[config.mk]
export PLATFORM = sky130hd
export DESIGN_NAME = command_frame_receiver
export DESIGN_NICKNAME = d
export VERILOG_FILES = /design/src/rtl/cfr_pkg.sv /design/src/rtl/cfr_crc8.sv /design/src/rtl/cfr_vote.sv /design/src/rtl/cfr_frame_ctl.sv /design/src/rtl/command_frame_receiver.sv
export SDC_FILE = /design/constraint.sdc
export NUM_CORES = 1
export LEC_CHECK = 0
export BUFFER_PORTS_ARGS = -buffer_cell sky130_fd_sc_hd__buf_2
export CAP_MARGIN = 5
export CORE_MARGIN = 2
export CORE_UTILIZATION = 54
export CTS_BUF_LIST = sky130_fd_sc_hd__clkbuf_16
export CTS_CLUSTER_DIAMETER = 80
export DETAILED_ROUTE_END_ITERATION = 10
export GPL_ROUTABILITY_DRIVEN = 0
export PLACE_DENSITY_LB_ADDON = 0.2
export SLEW_MARGIN = 20
export SYNTH_ARGS = -nofsm -noshare
export SYNTH_HDL_FRONTEND = slang
export SYNTH_HIERARCHICAL = 1
export SYNTH_SLANG_ARGS = --single-unit
[constraint.sdc]
create_clock -name clock -period 4.35 [get_ports clock]
set_input_delay 0.2175 -clock clock [delete_from_list [all_inputs] [get_ports clock]]
set_output_delay 0.2175 -clock clock [all_outputs]
set_load 0.005 [all_outputs]
[src/rtl/cfr_pkg.sv]
// ----------------------------------------------------------------------------
// Command frame receiver package
// Types and constants shared by the frame receiver modules and its checker.
// ----------------------------------------------------------------------------
package cfr_pkg;

   localparam int unsigned BYTE_W     = 8;
   localparam int unsigned COPY_COUNT = 4;
   localparam int unsigned COPY_IDX_W = $clog2(COPY_COUNT);

   localparam logic [BYTE_W-1:0] SYNC_BYTE = 8'h3C;
   localparam logic [BYTE_W-1:0] CRC_INIT  = 8'hFF;
   localparam logic [BYTE_W-1:0] CRC_POLY  = 8'h07;

   // Position within the seven-word frame.
   typedef enum logic [2:0] {
      POS_HUNT  = 3'd0,
      POS_SYNC2 = 3'd1,
      POS_COPY0 = 3'd2,
      POS_COPY1 = 3'd3,
      POS_COPY2 = 3'd4,
      POS_COPY3 = 3'd5,
      POS_CHECK = 3'd6
   } pos_type;

   typedef enum logic [1:0] {
      ST_ACCEPTED    = 2'd0,
      ST_NO_MAJORITY = 2'd1,
      ST_BAD_CRC     = 2'd2
   } status_type;

   typedef struct packed {
      logic              found;
      logic [BYTE_W-1:0] command;
   } vote_type;

   typedef struct packed {
      logic              valid;
      status_type        status;
      logic [BYTE_W-1:0] command;
   } frame_result_type;

endpackage

[src/rtl/cfr_crc8.sv]
// ----------------------------------------------------------------------------
// CRC-8 byte step
// Folds one byte into a running CRC-8, polynomial 0x07, MSB first.
// ----------------------------------------------------------------------------
module cfr_crc8 (
   input  logic [cfr_pkg::BYTE_W-1:0] crc_in,
   input  logic [cfr_pkg::BYTE_W-1:0] data_in,
   output logic [cfr_pkg::BYTE_W-1:0] crc_out
);

   logic [cfr_pkg::BYTE_W-1:0] work;

   always_comb begin
      work = crc_in ^ data_in;
      for (int k = 0; k < cfr_pkg::BYTE_W; k++) begin
         if (work[cfr_pkg::BYTE_W-1]) begin
            work = {work[cfr_pkg::BYTE_W-2:0], 1'b0} ^ cfr_pkg::CRC_POLY;
         end else begin
            work = {work[cfr_pkg::BYTE_W-2:0], 1'b0};
         end
      end
      crc_out = work;
   end

endmodule

[src/rtl/cfr_vote.sv]
// ----------------------------------------------------------------------------
// Command copy vote
// Picks the first equal pair among four command copies in fixed priority.
// ----------------------------------------------------------------------------
module cfr_vote (
   input  logic [cfr_pkg::BYTE_W-1:0] copies [cfr_pkg::COPY_COUNT],
   output cfr_pkg::vote_type          vote
);

   always_comb begin
      vote.found   = 1'b1;
      vote.command = copies[0];
      if (copies[0] == copies[1] || copies[0] == copies[2] || copies[0] == copies[3]) begin
         vote.command = copies[0];
      end else if (copies[1] == copies[2] || copies[1] == copies[3]) begin
         vote.command = copies[1];
      end else if (copies[2] == copies[3]) begin
         vote.command = copies[2];
      end else begin
         vote.found = 1'b0;
      end
   end

endmodule

[src/rtl/cfr_frame_ctl.sv]
// ----------------------------------------------------------------------------
// Frame tracker
// Follows the frame position, builds the CRC, stores the command copies and
// produces the verdict on the check word.
// ----------------------------------------------------------------------------
module cfr_frame_ctl (
   input  logic                            clock,
   input  logic                            reset,
   input  logic                            word_valid,
   input  logic [cfr_pkg::BYTE_W-1:0]      word,
   output cfr_pkg::frame_result_type       result
);

   cfr_pkg::pos_type                pos_ff, pos_in;
   logic [cfr_pkg::BYTE_W-1:0]      crc_ff, crc_in;
   logic [cfr_pkg::BYTE_W-1:0]      last_ff, last_in;
   logic [cfr_pkg::BYTE_W-1:0]      copies_ff [cfr_pkg::COPY_COUNT];
   logic [cfr_pkg::BYTE_W-1:0]      crc_step;
   logic                            copy_we;
   logic [cfr_pkg::COPY_IDX_W-1:0]  copy_idx;
   cfr_pkg::vote_type               vote;

   cfr_crc8 u_crc8 (
      .crc_in  (crc_ff),
      .data_in (word),
      .crc_out (crc_step)
   );

   cfr_vote u_vote (
      .copies (copies_ff),
      .vote   (vote)
   );

   // Next position and running CRC.
   always_comb begin
      pos_in = pos_ff;
      crc_in = crc_ff;
      case (pos_ff)
         cfr_pkg::POS_SYNC2: begin
            if (word == cfr_pkg::SYNC_BYTE) begin
               pos_in = cfr_pkg::POS_COPY0;
               crc_in = crc_step;
            end else begin
               pos_in = cfr_pkg::POS_HUNT;
               crc_in = cfr_pkg::CRC_INIT;
            end
         end
         cfr_pkg::POS_COPY0: begin
            pos_in = cfr_pkg::POS_COPY1;
            crc_in = crc_step;
         end
         cfr_pkg::POS_COPY1: begin
            pos_in = cfr_pkg::POS_COPY2;
            crc_in = crc_step;
         end
         cfr_pkg::POS_COPY2: begin
            pos_in = cfr_pkg::POS_COPY3;
            crc_in = crc_step;
         end
         cfr_pkg::POS_COPY3: begin
            pos_in = cfr_pkg::POS_CHECK;
            crc_in = crc_step;
         end
         cfr_pkg::POS_CHECK: begin
            pos_in = cfr_pkg::POS_HUNT;
            crc_in = cfr_pkg::CRC_INIT;
         end
         default: begin
            // Hunting: the CRC always sits at its initial value here.
            if (word == cfr_pkg::SYNC_BYTE) begin
               pos_in = cfr_pkg::POS_SYNC2;
               crc_in = crc_step;
            end else begin
               pos_in = cfr_pkg::POS_HUNT;
               crc_in = cfr_pkg::CRC_INIT;
            end
         end
      endcase
   end

   // Copy writes and the verdict on the check word.
   always_comb begin
      copy_we        = 1'b0;
      copy_idx       = '0;
      last_in        = last_ff;
      result.valid   = 1'b0;
      result.status  = cfr_pkg::ST_ACCEPTED;
      result.command = last_ff;
      case (pos_ff)
         cfr_pkg::POS_COPY0: begin
            copy_we  = 1'b1;
            copy_idx = cfr_pkg::COPY_IDX_W'(0);
         end
         cfr_pkg::POS_COPY1: begin
            copy_we  = 1'b1;
            copy_idx = cfr_pkg::COPY_IDX_W'(1);
         end
         cfr_pkg::POS_COPY2: begin
            copy_we  = 1'b1;
            copy_idx = cfr_pkg::COPY_IDX_W'(2);
         end
         cfr_pkg::POS_COPY3: begin
            copy_we  = 1'b1;
            copy_idx = cfr_pkg::COPY_IDX_W'(3);
         end
         cfr_pkg::POS_CHECK: begin
            result.valid = word_valid;
            if (!vote.found) begin
               result.status = cfr_pkg::ST_NO_MAJORITY;
            end else if (word != crc_ff) begin
               result.status = cfr_pkg::ST_BAD_CRC;
            end else begin
               result.status  = cfr_pkg::ST_ACCEPTED;
               result.command = vote.command;
               last_in        = vote.command;
            end
         end
         default: begin
            copy_we = 1'b0;
         end
      endcase
   end

   always_ff @(posedge clock) begin
      if (reset) begin
         pos_ff  <= cfr_pkg::POS_HUNT;
         crc_ff  <= cfr_pkg::CRC_INIT;
         last_ff <= '0;
      end else if (word_valid) begin
         pos_ff  <= pos_in;
         crc_ff  <= crc_in;
         last_ff <= last_in;
      end
   end

   always_ff @(posedge clock) begin
      if (word_valid && copy_we) begin
         copies_ff[copy_idx] <= word;
      end
   end

endmodule

[src/rtl/command_frame_receiver.sv]
// ----------------------------------------------------------------------------
// Command frame receiver
// Takes received bytes on the req_ stream and hunts for seven-word frames:
// two sync words 0x3C, four command copies and a CRC-8 word (poly 0x07,
// init 0xFF, over the first six words). Each completed frame gives one word
// on the rsp_ stream: the status in rsp_tuser and the held command in
// rsp_tdata. Words outside a frame, and a bad second sync word, give nothing.
// An accepted req word waits in the input register; when that register
// drains, the CRC step and the vote settle into the result register, which
// drives rsp_tvalid. A word is accepted in every cycle unless a stalled
// result keeps the input register full; the input register drains whenever
// the result register is empty or taken. When the consumer holds rsp_tready
// low, the result stays put, the input register keeps its word and req_tready
// falls until the result is taken. Reset empties both registers, restarts the
// sync hunt with the CRC at 0xFF and clears the held command to zero.
// ----------------------------------------------------------------------------
module command_frame_receiver (
   input  logic       clock,
   input  logic       reset,
   input  logic       req_tvalid,
   output logic       req_tready,
   input  logic [7:0] req_tdata,   // [7:0] rx_byte
   output logic       rsp_tvalid,
   input  logic       rsp_tready,
   output logic [7:0] rsp_tdata,   // [7:0] held_command
   output logic [1:0] rsp_tuser    // [1:0] frame_status
);

   logic                        in_valid_ff, in_valid_in;
   logic [cfr_pkg::BYTE_W-1:0]  in_word_ff;
   logic                        out_valid_ff, out_valid_in;
   cfr_pkg::status_type         out_status_ff;
   logic [cfr_pkg::BYTE_W-1:0]  out_command_ff;
   logic                        advance;
   logic                        req_accept;
   cfr_pkg::frame_result_type   result;

   assign advance    = !out_valid_ff || rsp_tready;
   assign req_tready = !in_valid_ff || advance;
   assign req_accept = req_tvalid && req_tready;

   always_comb begin
      in_valid_in = in_valid_ff;
      if (req_accept) begin
         in_valid_in = 1'b1;
      end else if (advance) begin
         in_valid_in = 1'b0;
      end
      out_valid_in = out_valid_ff;
      if (advance) begin
         out_valid_in = in_valid_ff && result.valid;
      end
   end

   cfr_frame_ctl u_frame_ctl (
      .clock      (clock),
      .reset      (reset),
      .word_valid (in_valid_ff && advance),
      .word       (in_word_ff),
      .result     (result)
   );

   always_ff @(posedge clock) begin
      if (reset) begin
         in_valid_ff  <= 1'b0;
         out_valid_ff <= 1'b0;
      end else begin
         in_valid_ff  <= in_valid_in;
         out_valid_ff <= out_valid_in;
      end
   end

   always_ff @(posedge clock) begin
      if (req_accept) begin
         in_word_ff <= req_tdata;
      end
      if (advance && in_valid_ff && result.valid) begin
         out_status_ff  <= result.status;
         out_command_ff <= result.command;
      end
   end

   assign rsp_tvalid = out_valid_ff;
   assign rsp_tdata  = out_command_ff;
   assign rsp_tuser  = out_status_ff;

endmodule

After elaboration in Yosys (flattened, before gate mapping)
Cells that the tools add are included.

cells by class
  order comparisons = 2
  equality and inequality tests = 14
  mux-type cells = 31
  bitwise gates (word level) = 10
  reductions and logical operators = 17

operators with widths
  kind                                                                   number
  8-bit 2-to-1 mux                                                       7
  8-bit == test                                                          6
  32-bit bitwise mux                                                     1
  3-bit 2-to-1 mux                                                       8
  3-bit inverter                                                         8
  3-bit one-hot mux with 6 select lines                                  1
  8-bit demux with 2-bit select                                          1
  8-bit one-hot mux with 2 select lines                                  1
  11-bit 2-to-1 mux                                                      1
  3-bit == test (second input constant)                                  3
  8-bit by 6-bit == test with 1-bit output (second input constant)       1
  8-bit inequality test                                                  1
  8-bit bitwise XOR                                                      1
  1-bit 2-to-1 mux                                                       7
  3-bit by 2-bit == test with 1-bit output (second input constant)       2
  1-bit logical AND                                                      6
  2-bit 2-to-1 mux                                                       3
  2-bit one-hot mux with 3 select lines                                  1
  1-bit logical OR                                                       5
  2-bit AND reduction                                                    2
  4-bit OR reduction                                                     1
  3-bit by 1-bit == test with 1-bit output (second input constant)       1
  3-bit greater-or-equal comparator (second input constant)              1
  3-bit by 1-bit < comparator with 1-bit output (second input constant)  1
  other kinds (3)                                                        4

word-level totals
  bits in registers = 71
  input bits = 12
  output and inout port bits = 12
  logic and storage cells = 87

Longest topological paths before layout
Gate-level depths: netlist of run 1.

  word-level depth = 19
  mapped depth = 10
  depth with buffers taken out = 9

Hierarchy
Netlist of run 1, hierarchy kept.

modules (own cells, without submodules)
  module                  times used  cells an instance  area each (um2)  sequential area each (um2)
  cfr_frame_ctl           1           136                1994.4           1341.3
  cfr_vote                1           83                 770.7            0.0
  command_frame_receiver  1           29                 643.1            580.6
  cfr_crc8                1           21                 183.9            0.0

Worst setup path before layout of run 1
No wires, ideal clock.

  kind = register to register
  from = register u_frame_ctl/copies_ff[10] (netlist name)
  to = register out_command_ff, in the netlist rsp_tdata[0], data pin
  setup time = 260 ps
  arrival = 2664 ps
  required time = 4090 ps
  slack = 1426 ps
  cell stages (with the launch flop) = 11
  buffers on the path = 1
  period minus slack after synthesis = 2924 ps
  path through = edfxtp_1 -> xnor2_1 -> nand4_1 -> o22ai_4 -> nor2_1 -> o211ai_1 -> nand4b_4 -> or3_1 -> or4_1 -> buf_6 -> mux2_4

RTL lines
  item                              line                          RTL
  start: declaration                cfr_frame_ctl.sv:17           logic [cfr_pkg::BYTE_W-1:0] copies_ff [cfr_pkg::COPY_COUNT];
  start signal: indexed assignment  cfr_frame_ctl.sv:138          copies_ff[copy_idx] <= word;
  end signal: assignment            command_frame_receiver.sv:79  out_command_ff <= result.command;
  end: declaration                  command_frame_receiver.sv:33  logic [cfr_pkg::BYTE_W-1:0] out_command_ff;

==> load_flow_metrics.sql, run 1 <==
INSERT INTO impl_metrics (metric_group, metric, value, unit) VALUES
('clocking', 'clock_transition_at_the_registers_of_the_reported_paths', '0.06', 'ns'),
('synth', 'synth.cells.most_frequent', '51 x sky130_fd_sc_hd__xnor2_1, 50 x sky130_fd_sc_hd__edfxtp_1, 27 x sky130_fd_sc_hd__xor2_1, 21 x sky130_fd_sc_hd__dfxtp_1, 16 x sky130_fd_sc_hd__mux2_4', ''),
('synth', 'synth.top_cells.by_area', 'sky130_fd_sc_hd__edfxtp_1 42%, sky130_fd_sc_hd__xnor2_1 12%, sky130_fd_sc_hd__dfxtp_1 12%', ''),
('die', 'die_area', '7320', 'sq um'),
('critical_path', 'cp_depth', '9', ''),
('die', 'io_pins', '24', ''),
('sta', 'setup_viol', '0', ''),
('grt', 'grt_start_max_net_pins', '16', ''),
('sta', 'final.min_clock_period', '3.35', 'ns'),
('synth', 'synth.cell_area', '3590', 'sq um'),
('sta', 'period_share', '77.0', '%'),
('critical_path', 'timing.critical_path.from_type', 'flop', ''),
('sta', 'timing_worst_slew_pin_value', '0.806', 'ns'),
('layout', 'n_fill_cell', '465', ''),
('die', 'num_rows', '29', ''),
('place', 'place.detailed.instances', '366', ''),
('layout', 'finalNonFillerCells', '382', ''),
('clocking', 'clk_latency', '0.34', 'ns'),
('synth', 'synthAdderAreaFrac', '0', '%'),
('clocking', 'root_buffer', 'sky130_fd_sc_hd__clkbuf_16', ''),
('sta', 'maxSlewHeadroom', '46.2', '%'),
('routing', 'detail_route.wl_per_cell', '17.6', 'microns'),
('routing', 'dr_total_vias', '2197', ''),
('sta', 'fin_skew', '0.00860', 'ns'),
('clocking', 'ctsResizeCount', '0', ''),
('critical_path', 'end_kind', 'flop', ''),
('routing', 'drt-met1-wl', '3.15', 'mm'),
('synth', 'combinational_family_with_the_most_area_after_synthesis', 'XOR/XNOR gates', ''),
('job', 'drv.max_cap_violation_count', '0', ''),
('clocking', 'cts_buffers', '9', ''),
('grt', 'grt_overflow', '0', ''),
('synth', 'synthXorXnorAreaFrac', '19.0', '%'),
('clocking', 'cts.repair_timing.setup_buffer_count', '0', ''),
('die', 'core_area', '6390', 'sq um'),
('routing', 'route.top_layer_used', 'met4', ''),
('synth', 'synth-seq-area-share', '53.5', '%'),
('synth', 'syn-instance-count', '269', ''),
('hold_path', 'timing.hold.worst.class', 'in -> reg', ''),
('clocking', 'cts-hold-fix-buffers', '0', ''),
('status', 'outcome', 'finished, final reports clean', ''),
('synth', 'post-synth-top-area-fraction', '41.8', '%'),
('pwr', 'power-per-cell-area', '382', 'nW/um^2'),
('routing', 'drtAntennaViolNets', '0', ''),
('clocking', 'clkSinkCount', '71', ''),
('critical_path', 'arrival_time_reported_for_the_critical_path_endpoint', '3.43', 'ns'),
('clocking', 'clk_path_buf_depth', '2', ''),
('critical_path', 'r2r_cells', '9', ''),
('synth', 'syn_avg_cell_area', '13.4', 'sq um'),
('clocking', 'cts_tree', 'done', ''),
('critical_path', 'crit_fanout', '10', ''),
('sta', 'timing_max_transition_violations_final', '0', ''),
('critical_path', 'crit_slowest_cell', 'sky130_fd_sc_hd__or4_1', ''),
('critical_path', 'path_delay_family', 'simple AND/OR/NAND/NOR gates', ''),
('critical_path', 'worst_ep_required_time', '4.43', 'ns'),
('critical_path', 'crit_path_cell_trace', 'xnor2_1 -> nand4_1 -> o22ai_4 -> nor2_1 -> o211ai_1 -> nand4b_4 -> or3_1 -> or4_1 -> mux2_4', ''),
('pwr', 'vdd_drop_max', '0.305', 'mV'),
('hold_path', 'worst_hold_path.num_cells', '1', ''),
('grt', 'antenna_violations_before_repair', '0', ''),
('grt', 'grtUsageTotal', '20.0', '%'),
('critical_path', 'critPathMaxStageDelay', '0.66', 'ns'),
('synth', 'yosysUniqueCellTypes', '41', ''),
('routing', 'drt-vias-per-instance', '5.75', ''),
('sta', 'setup_tns', '0', 'ns'),
('synth', 'ys_ff_latch', '71', ''),
('routing', 'routed_length_on_met3', '376', 'microns'),
('sta', 'rsz0062_at_grt', 'no', ''),
('critical_path', 'critPathBufInv', '0', ''),
('clocking', 'htreeDepth', '3', ''),
('synth', 'synth.area.mux_share', '9.20', '%'),
('synth', 'synthesis.nets', '281', ''),
('layout', 'fin_nets', '312', '');
==> kinds of logic after synthesis <==
family,count (synthesis)
mux,24
compound gates,32
flops,71
simple gates,55
xor+xnor,78
buf+inv,9
==> path summary, 6_finish.rpt <==
| check | start | to | slack, ns |
|---|---|---|---|
| worst max-delay path | u_frame_ctl/copies_ff[18] | rsp_tdata[2] | 1.0 |
| worst min-delay path | req_tdata[6] | in_word_ff[6] | 0.05 |
| worst max register to register | u_frame_ctl/copies_ff[18] | rsp_tdata[2] | 1.0 |
| worst min register to register | u_frame_ctl/last_ff[1] | u_frame_ctl/last_ff[1] | 0.49 |
==> flip-flops by register name, summed over array words and instances (netlist names) <==
register               flops
u_frame_ctl/last_ff        8
u_frame_ctl/pos_ff         3
rsp_tvalid                 1
u_frame_ctl/crc_ff         8
rsp_tuser                  2
u_frame_ctl/copies_ff     32
in_valid_ff                1
rsp_tdata                  8
in_word_ff                 8
==> power breakdown <==
part           leakage (nW)  internal [W]  switching (W)
clock                 0.149      0.000456       0.000303
sequential            0.604      0.000731      0.0000152
combinational         0.662     0.0000271      0.0000317
total                  1.42       0.00121       0.000350
==> metal layers <==
metal,vias to the layer above,GRT usage [%]
li1,1056,-
met1,1063,27.8
met2,70,30.5
met3,8,4.33
met4,0,8.23
met5,-,0
==> cell usage in the layout, fill, tap and decap left out, types with 3 or more instances in the layout <==
master	instances
sky130_fd_sc_hd__clkbuf_16	9
sky130_fd_sc_hd__xnor2_1	51
sky130_fd_sc_hd__buf_2	23
sky130_fd_sc_hd__nor2_1	9
sky130_fd_sc_hd__o21ai_0	3
sky130_fd_sc_hd__o32ai_1	8
sky130_fd_sc_hd__xor2_1	27
sky130_fd_sc_hd__nand2_1	13
sky130_fd_sc_hd__edfxtp_1	50
sky130_fd_sc_hd__mux2_4	16
sky130_fd_sc_hd__nor4_1	4
sky130_fd_sc_hd__a21oi_1	5
sky130_fd_sc_hd__a22o_1	8
sky130_fd_sc_hd__buf_4	3
sky130_fd_sc_hd__nand4_1	9
sky130_fd_sc_hd__dfxtp_1	21
sky130_fd_sc_hd__inv_6	4
sky130_fd_sc_hd__mux2_2	8
==> cell type report <==
cell class / instances / area (sq um) / area share, %
inverter: 3 / 11.3 / 0.275
multi-input combinational: 189 / 1620 / 39.5
clock buffer: 9 / 225 / 5.50
timing repair buffer: 26 / 138 / 3.36
sequential: 71 / 1920 / 47.0
tap: 77 / 96.3 / 2.35
clock inverter: 7 / 83.8 / 2.05
==> per-stage QoR <==
stage	hold WS, ns	util, %	worst slack, ns	power (W)	cell area, sq um
after floorplan	0.287	-	1.43	0.000799	3590
after global placement	0.394	59.2	1.06	0.000819	3780
after detailed placement	0.396	59.2	1.00	0.000819	3780
after CTS	0.0467	64.1	0.994	0.00158	4090
after global routing	0.0438	64.1	0.797	0.00161	4090
final	0.0519	64.1	0.999	0.00156	4090
Power figures use the tool's default switching activity.
==> run 2, diff against run 1 <==
--- a/config.mk
+++ b/config.mk
@@ -5,6 +5,7 @@
 export SDC_FILE = /design/constraint.sdc
 export NUM_CORES = 1
 export LEC_CHECK = 0
+export ABC_AREA = 1
 export BUFFER_PORTS_ARGS = -buffer_cell sky130_fd_sc_hd__buf_2
 export CAP_MARGIN = 5
 export CORE_MARGIN = 2
==> constraint.sdc (replaced) <==
create_clock -name clock -period 2.7 [get_ports clock]
set_input_delay 0.135 -clock clock [delete_from_list [all_inputs] [get_ports clock]]
set_output_delay 0.135 -clock clock [all_outputs]
set_load 0.005 [all_outputs]
==> run 2 against run 1 <==
  * Count of clock-buffer cells in the layout did not move
  * Wire length rose by 40%
  * Combinational power rose to 4.4 times the previous value
  * Sequential share of layout area fell by 8.9 points
  * Critical endpoint is now rsp_tdata[6]
==> load_flow_metrics.sql, run 2 <==
INSERT INTO impl_metrics (metric_group, metric, value, unit) VALUES
('status', 'outcome', 'finished, final reports clean', ''),
('synth', 'synth.top_cells.by_area', 'sky130_fd_sc_hd__edfxtp_1 34%, sky130_fd_sc_hd__nand2_1 22%, sky130_fd_sc_hd__dfxtp_1 9.5%', ''),
('sta', 'maxSlewHeadroom', '63.8', '%'),
('pwr', 'power.leakage', '2.57', 'nW'),
('sta', 'fin_skew', '0.00786', 'ns'),
('sta', 'final.min_clock_period', '2.44', 'ns'),
('die', 'fp.dieW', '94.5', 'microns'),
('synth', 'ys_ff_latch', '71', ''),
('critical_path', 'r2r_cells', '11', ''),
('critical_path', 'timing.critical_path.from_type', 'flop', ''),
('clocking', 'cts.repair_timing.setup_buffer_count', '0', ''),
('sta', 'final_hold_viol_count', '0', ''),
('hold_path', 'holdCritStartpoint', 'reset', ''),
('synth', 'synth_edf_count', '50', ''),
('layout', 'n_fill_cell', '746', ''),
('hold_path', 'timing.hold.worst.class', 'in -> reg', ''),
('place', 'io_buffer_count', '23', ''),
('clocking', 'root_buffer', 'sky130_fd_sc_hd__clkbuf_16', ''),
('routing', 'drt_drc_violations_left', '0', ''),
('layout', 'layout_common_cells', '261 x sky130_fd_sc_hd__nand2_1, 81 x sky130_fd_sc_hd__inv_1, 50 x sky130_fd_sc_hd__edfxtp_1, 49 x sky130_fd_sc_hd__nand3_1, 34 x sky130_fd_sc_hd__xnor2_1', ''),
('sta', 'fmax', '410', 'MHz'),
('critical_path', 'arrival_time_reported_for_the_critical_path_endpoint', '2.64', 'ns'),
('layout', 'largest_register_ffs', '32', ''),
('clocking', 'cts_tree', 'done', ''),
('grt', 'grt_start_max_net_pins', '22', ''),
('clocking', 'clock_transition_at_the_registers_of_the_reported_paths', '0.06', 'ns'),
('layout', 'finish.instance_area', '5050', 'sq um'),
('layout', 'top_reg_by_flops', 'u_frame_ctl/copies_ff', ''),
('routing', 'drt-met1-wl', '4.26', 'mm'),
('grt', 'grtUsageTotal', '23.1', '%'),
('die', 'num_rows', '33', ''),
('layout', 'diodes_inserted', '0', ''),
('critical_path', 'rr_startpoint', 'u_frame_ctl/copies_ff[6]', ''),
('synth', 'yosysUniqueCellTypes', '28', ''),
('clocking', 'cts_buffers', '9', ''),
('critical_path', 'end_kind', 'flop', ''),
('sta', 'period_share', '90.3', '%'),
('synth', 'synth.cell_area', '4420', 'sq um'),
('synth', 'ys_flop_type', 'sky130_fd_sc_hd__edfxtp_1', ''),
('synth', 'synth.cells.most_frequent', '261 x sky130_fd_sc_hd__nand2_1, 80 x sky130_fd_sc_hd__inv_1, 50 x sky130_fd_sc_hd__edfxtp_1, 49 x sky130_fd_sc_hd__nand3_1, 34 x sky130_fd_sc_hd__xnor2_1', ''),
('clocking', 'clk_path_buf_depth', '2', ''),
('critical_path', 'worstSetupPathType', 'reg -> reg', ''),
('job', 'drv.max_cap_violation_count', '0', ''),
('clocking', 'htreeDepth', '3', ''),
('die', 'io_pins', '24', ''),
('synth', 'synth-async-reset-ratio', '0', '%'),
('routing', 'met2_length', '4.47', 'mm'),
('grt', 'grt_overflow', '0', ''),
('pwr', 'finalPower', '0.00292', 'W'),
('place', 'post-dp-hpwl', '6.84', 'mm'),
('clocking', 'clk_latency', '0.33', 'ns'),
('synth', 'post-synth-top-area-fraction', '33.9', '%'),
('routing', 'detail_route.wl_per_cell', '12.7', 'microns'),
('layout', 'fin_nets', '645', ''),
('routing', 'route.top_layer_used', 'met4', ''),
('routing', 'routed_length_on_met3', '477', 'microns'),
('layout', 'postLayoutCoreUtil', '62.4', '%'),
('sta', 'setup_tns', '0', 'ns'),
('critical_path', 'crit_fanout', '11', ''),
('pwr', 'vdd_drop_max', '0.358', 'mV'),
('sta', 'timing_max_transition_violations_final', '0', ''),
('routing', 'dr_total_vias', '3672', ''),
('synth', 'syn-instance-count', '596', ''),
('hold_path', 'worst_hold_path.num_cells', '2', ''),
('synth', 'yosysTopAreaCell', 'sky130_fd_sc_hd__edfxtp_1', ''),
('grt', 'grt_first_pass_wirelength', '15.7', 'mm'),
('synth', 'syn_avg_cell_area', '7.42', 'sq um'),
('routing', 'drt-vias-per-instance', '4.94', ''),
('layout', 'drive_above_1_share', '11.8', '%'),
('pwr', 'power-per-cell-area', '578', 'nW/um^2'),
('die', 'die_area', '8930', 'sq um'),
('sta', 'setup_viol', '0', ''),
('synth', 'ys_warn_count', '6', ''),
('die', 'core_area', '8090', 'sq um'),
('synth', 'synthesis.nets', '608', ''),
('clocking', 'clkSinkCount', '71', ''),
('die', 'die_h', '94.5', 'microns'),
('critical_path', 'worst_ep_required_time', '2.90', 'ns'),
('layout', 'syn_to_final_growth', '14.2', '%'),
('grt', 'number_of_global_route_vias_before_repair', '3445', ''),
('place', 'place_area', '4610', 'sq um'),
('sta', 'timing_worst_slew_pin_value', '0.541', 'ns'),
('sta', 'rsz0062_at_grt', 'no', ''),
('critical_path', 'critPathLaunch', 'u_frame_ctl/copies_ff[6]', ''),
('synth', 'yosysMostFrequentCell', 'sky130_fd_sc_hd__nand2_1', ''),
('layout', 'final_common_cell', 'sky130_fd_sc_hd__nand2_1', ''),
('routing', 'drt-pass1-iter-count', '5', ''),
('routing', 'drtAntennaViolNets', '0', ''),
('synth', 'synth-seq-area-share', '43.5', '%'),
('grt', 'antenna_violations_before_repair', '0', ''),
('routing', 'first_iter_violations', '197', ''),
('routing', 'route.final.wire_length', '9.42', 'mm'),
('die', 'initial_utilization', '54.7', '%');
## run 2: cell count changes after synthesis, sizes merged, moves of 24 or more
cell | before | now
nand2 | 13 | 273
inv | 2 | 86
nand3 | 0 | 52
nor2 | 9 | 37
mux2 | 24 | 0
## run 2: logic make-up after synthesis
family,after synthesis,synth area share (%)
AOI/OAI and AO/OA,17,2.21
xor gates and xnor gates,44,8.88
buffers and inverters,95,9.42
DFF,71,43.5
and+or+nand+nor,369,36.0
## run 2: stage by stage
stage	setup slack (ns)	hold WS, ns	instances
6_report	0.263	0.0457	743
5_1_grt	0.0460	0.0487	743
4_1_cts	0.321	0.0389	743
3_5_place_dp	0.328	0.313	719
3_3_place_gp	0.419	0.313	719
2_1_floorplan	0.495	0.197	596
## run 2: power breakdown
group | internal (W) | switching, W | leakage, nW
clock network | 0.000990 | 0.000431 | 0.177
registers | 0.00119 | 0.0000450 | 0.653
logic | 0.0000988 | 0.000160 | 1.74
## run 2: area by class of cell
cell class / count / area (sq um) / share of cell area (%)
clock buffers: 9 / 225 / 4.46
clock inverters: 7 / 136 / 2.70
inverters: 86 / 325 / 6.44
multi-input cells: 430 / 2080 / 41.3
flip-flops and latches: 71 / 1920 / 38.1
well taps: 105 / 131 / 2.60
repair buffers: 35 / 225 / 4.46
## run 2: critical path, stage by stage (launching register included)
cell                       delay, ns
sky130_fd_sc_hd__edfxtp_1       0.50
sky130_fd_sc_hd__xnor2_1        0.20
sky130_fd_sc_hd__nand2_1        0.10
sky130_fd_sc_hd__nor2_1         0.18
sky130_fd_sc_hd__nand2_4        0.13
sky130_fd_sc_hd__nand2_4        0.14
sky130_fd_sc_hd__nor2_4         0.07
sky130_fd_sc_hd__nand2_1        0.30
sky130_fd_sc_hd__nand3_1        0.36
sky130_fd_sc_hd__nand2_1        0.19
sky130_fd_sc_hd__nand3_1        0.08
sky130_fd_sc_hd__nand2_1        0.07
## run 2: per-layer routing
layer / vias to the layer above / GRT usage (%)
met5: - / 0
met4: 0 / 10.0
met3: 19 / 4.47
met2: 98 / 37.6
met1: 1635 / 30.2
li1: 1920 / -
## run 2: what timing repair did
action	4_1_cts	5_1_grt
hold buffers	8	0
endpoints found under the setup margin	0	0
hold endpoints to repair	8	0
gates resized for setup	0	0
## run 2: worst paths after layout
check / slack [ns] / end
setup / recovery: 0.26 / rsp_tdata[6]
hold reg to reg: 0.47 / u_frame_ctl/last_ff[4]
hold / removal: 0.05 / in_valid_ff
setup reg to reg: 0.26 / rsp_tdata[6]
